`src/mqtx_pkg.sv`:
```
// Shared types, constants and helper functions for the multi-queue transmit buffer.
package mqtx_pkg;

    localparam int NUM_TYPES    = 4;
    localparam int NUM_SUBTYPES = 4;
    localparam int SLOTS        = 64;
    localparam int MSG_BITS     = 64;

    localparam int NQ  = NUM_TYPES * NUM_SUBTYPES;
    localparam int QW  = (NQ > 1) ? $clog2(NQ) : 1;
    localparam int IW  = $clog2(SLOTS);
    localparam int SZW = $clog2(SLOTS + 1);
    localparam int AW  = $clog2(NQ * SLOTS);

    localparam int RESET_RING_SIZE = (SLOTS < 10) ? SLOTS : 10;

    localparam logic [2:0] ACT_ENQUEUE = 3'd0;
    localparam logic [2:0] ACT_DEQUEUE = 3'd1;
    localparam logic [2:0] ACT_PEEK    = 3'd2;
    localparam logic [2:0] ACT_FIND    = 3'd3;
    localparam logic [2:0] ACT_ADVANCE = 3'd4;
    localparam logic [2:0] ACT_COUNT   = 3'd5;

    localparam logic [1:0] STS_OK    = 2'd0;
    localparam logic [1:0] STS_FULL  = 2'd1;
    localparam logic [1:0] STS_EMPTY = 2'd2;

    typedef struct packed {
        logic [2:0]  action;
        logic [1:0]  queue_type;
        logic [1:0]  queue_subtype;
        logic [63:0] message_in;
    } mqtx_in_t;

    typedef struct packed {
        logic [1:0]  status;
        logic [1:0]  found_type;
        logic [1:0]  found_subtype;
        logic [63:0] message_out;
        logic [5:0]  held_count;
    } mqtx_out_t;

    // Split a queue number into type and subtype by compare against each row start.
    function automatic logic [1:0] queue_type_of(input logic [QW-1:0] q);
        logic [1:0] t;
        t = '0;
        for (int i = 0; i < NUM_TYPES; i++) begin
            if (32'(q) >= 32'(i * NUM_SUBTYPES)) begin
                t = 2'(i);
            end
        end
        return t;
    endfunction

    function automatic logic [1:0] queue_subtype_of(input logic [QW-1:0] q);
        logic [1:0] s;
        s = '0;
        for (int i = 0; i < NUM_TYPES; i++) begin
            if (32'(q) >= 32'(i * NUM_SUBTYPES)) begin
                s = 2'(32'(q) - 32'(i * NUM_SUBTYPES));
            end
        end
        return s;
    endfunction

    // Clamp a written ring size into the range the store supports.
    function automatic logic [SZW-1:0] clamp_ring_size(input logic [6:0] v);
        logic [SZW-1:0] r;
        if (v < 7'd2) begin
            r = SZW'(2);
        end else if (32'(v) > 32'(SLOTS)) begin
            r = SZW'(SLOTS);
        end else begin
            r = SZW'(v);
        end
        return r;
    endfunction

endpackage

```
`src/mqtx_rr_pick.sv`:
```
// Round-robin pick of the first non-empty queue at or after the current one.
module mqtx_rr_pick
    import mqtx_pkg::*;
(
    input  logic [NQ-1:0] busy,
    input  logic [QW-1:0] start,
    output logic          hit,
    output logic [QW-1:0] pick
);

    always_comb begin
        int unsigned idx;
        hit  = 1'b0;
        pick = start;
        // walk from the far end so the nearest busy queue wins
        for (int i = NQ - 1; i >= 0; i--) begin
            idx = 32'(start) + 32'(i);
            if (idx >= 32'(NQ)) begin
                idx = idx - 32'(NQ);
            end
            if (busy[QW'(idx)]) begin
                hit  = 1'b1;
                pick = QW'(idx);
            end
        end
    end

endmodule

```
`config.mk`:
```
export PLATFORM = sky130hd
export DESIGN_NAME = mqtx_rr_pick
export DESIGN_NICKNAME = d
export VERILOG_FILES = /design/src/mqtx_pkg.sv /design/src/mqtx_rr_pick.sv
export SDC_FILE = /design/constraint.sdc
export NUM_CORES = 1
export LEC_CHECK = 0
export BUFFER_PORTS_ARGS = -buffer_cell sky130_fd_sc_hd__buf_2
export CAP_MARGIN = 20
export CORE_AREA = 2 2 64 66
export DETAILED_ROUTE_END_ITERATION = 16
export DIE_AREA = 0 0 66 68
export PLACE_DENSITY = 0.79
export SYNTH_ARGS = -nofsm -noshare
export SYNTH_HDL_FRONTEND = slang
export SYNTH_SLANG_ARGS = --single-unit
export TNS_END_PERCENT = 50
```
`constraint.sdc`:
```
create_clock -name vclk -period 8.6
set_clock_uncertainty 0.05 [all_clocks]
set_input_delay 0 -clock vclk [all_inputs]
set_output_delay 0 -clock vclk [all_outputs]
set_load 0.02 [all_outputs]
```
==> impl_results.rst <==
.. list-table::
   :header-rows: 1

   * - Metric
     - Value
   * - Dpl cells
     - 307
   * - Detailed-route wire length per cell
     - 21.9 um
   * - Number of buffer cells added on primary ports
     - 25
   * - Total wire length after detailed routing
     - 6720 um
   * - Number of antenna violations at the first check in global routing
     - 0
   * - Setup TNS Final
     - 0 ns
   * - Global-route total usage across every layer
     - 0.301
   * - Diode count
     - 0
   * - Global route total overflow
     - 0
   * - Detail Placement HPWL
     - 5150 um
   * - Global-route wire length before repair
     - 10400 um
   * - Total chip power
     - 0.241 mW
   * - Routed vias
     - 2330
   * - TritonRoute pass-1 iters
     - 7
   * - Leading cell types in the layout, fill and taps excluded
     - sky130_fd_sc_hd__mux2i_1 (26), sky130_fd_sc_hd__buf_2 (25), sky130_fd_sc_hd__mux4_2 (20), sky130_fd_sc_hd__nand2_1 (20), sky130_fd_sc_hd__nor2_1 (19)
   * - Synthesized netlist net count
     - 271
   * - Largest net degree at the start of global routing
     - 26
   * - Ratio of final minimum period to clock period
     - 0.520
   * - Quantity of gates resized following cts
     - 0
   * - Fmax achieved
     - 224 MHz
   * - Max-slew headroom at the worst pin
     - 0.309
   * - Unrepaired setup endpoints after global routing
     - false
   * - Cells after Synth
     - 244
   * - Pre-CTS worst setup slack
     - 4.15 ns
   * - Synth Area per Inst
     - 8.99 um2
   * - Most common cell after layout, fill and taps aside
     - sky130_fd_sc_hd__mux2i_1
   * - Start-to-end type of the worst setup path
     - in2out
   * - Required time at the worst-slack endpoint
     - 8.55 ns
   * - Die ar.
     - 0.00449 mm2
   * - Post-route DRC
     - 0
   * - Warning count from the yosys run
     - 0
   * - Total power per unit cell area
     - 104 mW/mm2
   * - Cell variety after synth
     - 59
   * - Hold Path Class
     - in2out
   * - Outcome
     - finished clean
   * - Via count of the first global-routing pass
     - 1961
   * - Final cell count without fillers
     - 307
   * - Final nets
     - 286
   * - Sequential area share after synthesis
     - 0
   * - FFs & Latches
     - 0
   * - Mean number of vias per cell
     - 7.59
   * - Clock buffer cells
     - 0
   * - Vertical extent of the die
     - 68 um
   * - Starting density of the core
     - 0.569
   * - Post-route antenna net violation count
     - 0
   * - Row Count
     - 23
   * - Critical path arrival
     - 4.42 ns
   * - Post-Syn Area
     - 0.00219 mm2
   * - Count of final setup violators
     - 0
   * - Clock period minus worst slack
     - 4.47 ns
   * - Nature of the critical path endpoint
     - output port
   * - Initial DRC Count
     - 386
   * - Number of max-slew violations in the final report
     - 0
   * - Sequential cell area
     - 0 um2
   * - Fillcell total
     - 372
   * - Transition time at the pin with the least slew margin
     - 1.04 ns
   * - Number of hold violations in the final report
     - 0
   * - Placeable core area
     - 0.00386 mm2
   * - Critical path peak fanout
     - 25
   * - Crit start category
     - input pin
   * - Synthesis-to-finish area growth
     - 5.36%
   * - Weighted congestion at the end of routability-driven global placement
     - 0.992
   * - Post-route setup slack
     - 4.13 ns
   * - Number of maximum-capacitance violations
     - 0
   * - Leakage power
     - 0.919 nW
   * - Io pins
     - 25
   * - CTS Hold Buffers Added
     - 0
   * - Share of layout cells above drive strength 1
     - 0.233
   * - Setup bufs post-CTS
     - 0
   * - Die width
     - 66 um
   * - Maximum resistive drop on vdd
     - 0.0464 mV
==> power breakdown <==
| part | switching [mW] | leakage, nW | internal (mW) |
|---|---|---|---|
| Sequential | 0 | 0 | 0 |
| Clock | 0 | 0 | 0 |
| Combinational | 0.144 | 0.919 | 0.0975 |
| Total | 0.144 | 0.919 | 0.0975 |
==> synthesized netlist by cell type (all sizes together) (5+ instances only) <==
master,instances,share of area
mux4,29,0.31
mux2i,26,0.12
nand2,20,0.034
nor2,19,0.033
a21oi,17,0.039
inv,11,0.019
o21ai,11,0.025
xnor2,10,0.047
mux2,9,0.046
buf,8,0.025
ha,7,0.040
nand2b,5,0.014
nand3,5,0.011
o211ai,5,0.017
==> cell type report <==
cell class | instances | area, um2 | share of cell area
multi-input cells | 220 | 2080 | 0.899
inverters | 12 | 45.0 | 0.0195
well taps | 50 | 62.6 | 0.0271
repair buffers | 25 | 125 | 0.0541
==> metal layers <==
metal / share of wire / global-route usage / vias to the layer above
li1: - / - / 1023
met2: 0.48 / 0.516 / 169
met5: 0 / 0 / -
met1: 0.40 / 0.432 / 1116
met4: 0.025 / 0.0485 / 0
met3: 0.099 / 0.0148 / 22
==> path summary, 6_finish.rpt <==
path | from | to | slack (ns) | cells after the start
worst min-delay path | start[3] | pick[3] | 0.54 | 4
worst max-delay path | start[1] | pick[1] | 4.13 | 12
==> stage by stage <==
step	util	hold WS, ns	area, um2
after floorplan	-	0.388	2190
after global placement	0.599	0.539	2310
after detailed placement	0.599	0.538	2310
after CTS	0.599	0.538	2310
after global routing	0.599	0.623	2310
final	0.599	0.545	2310
==> logic make-up after synthesis <==
logic type,Yosys count,share of synthesized area
fa+ha+maj,7,0.0399
simple gates,68,0.151
buf+inv,24,0.0525
mux,64,0.478
compound gates,69,0.224
xor+xnor,12,0.0548
==> worst max-delay path: stages <==
cell and delay [ns]:
sky130_fd_sc_hd__buf_2 0.41, sky130_fd_sc_hd__inv_1 0.29, sky130_fd_sc_hd__ha_1 1.05, sky130_fd_sc_hd__mux4_2 0.61, sky130_fd_sc_hd__mux2i_1 0.39, sky130_fd_sc_hd__mux2i_1 0.36
sky130_fd_sc_hd__a2111oi_4 0.43, sky130_fd_sc_hd__and2b_1 0.17, sky130_fd_sc_hd__o211a_1 0.13, sky130_fd_sc_hd__a2111oi_0 0.05, sky130_fd_sc_hd__or3b_1 0.35, sky130_fd_sc_hd__buf_2 0.16
No activity file was read; power rests on OpenSTA's default activity.
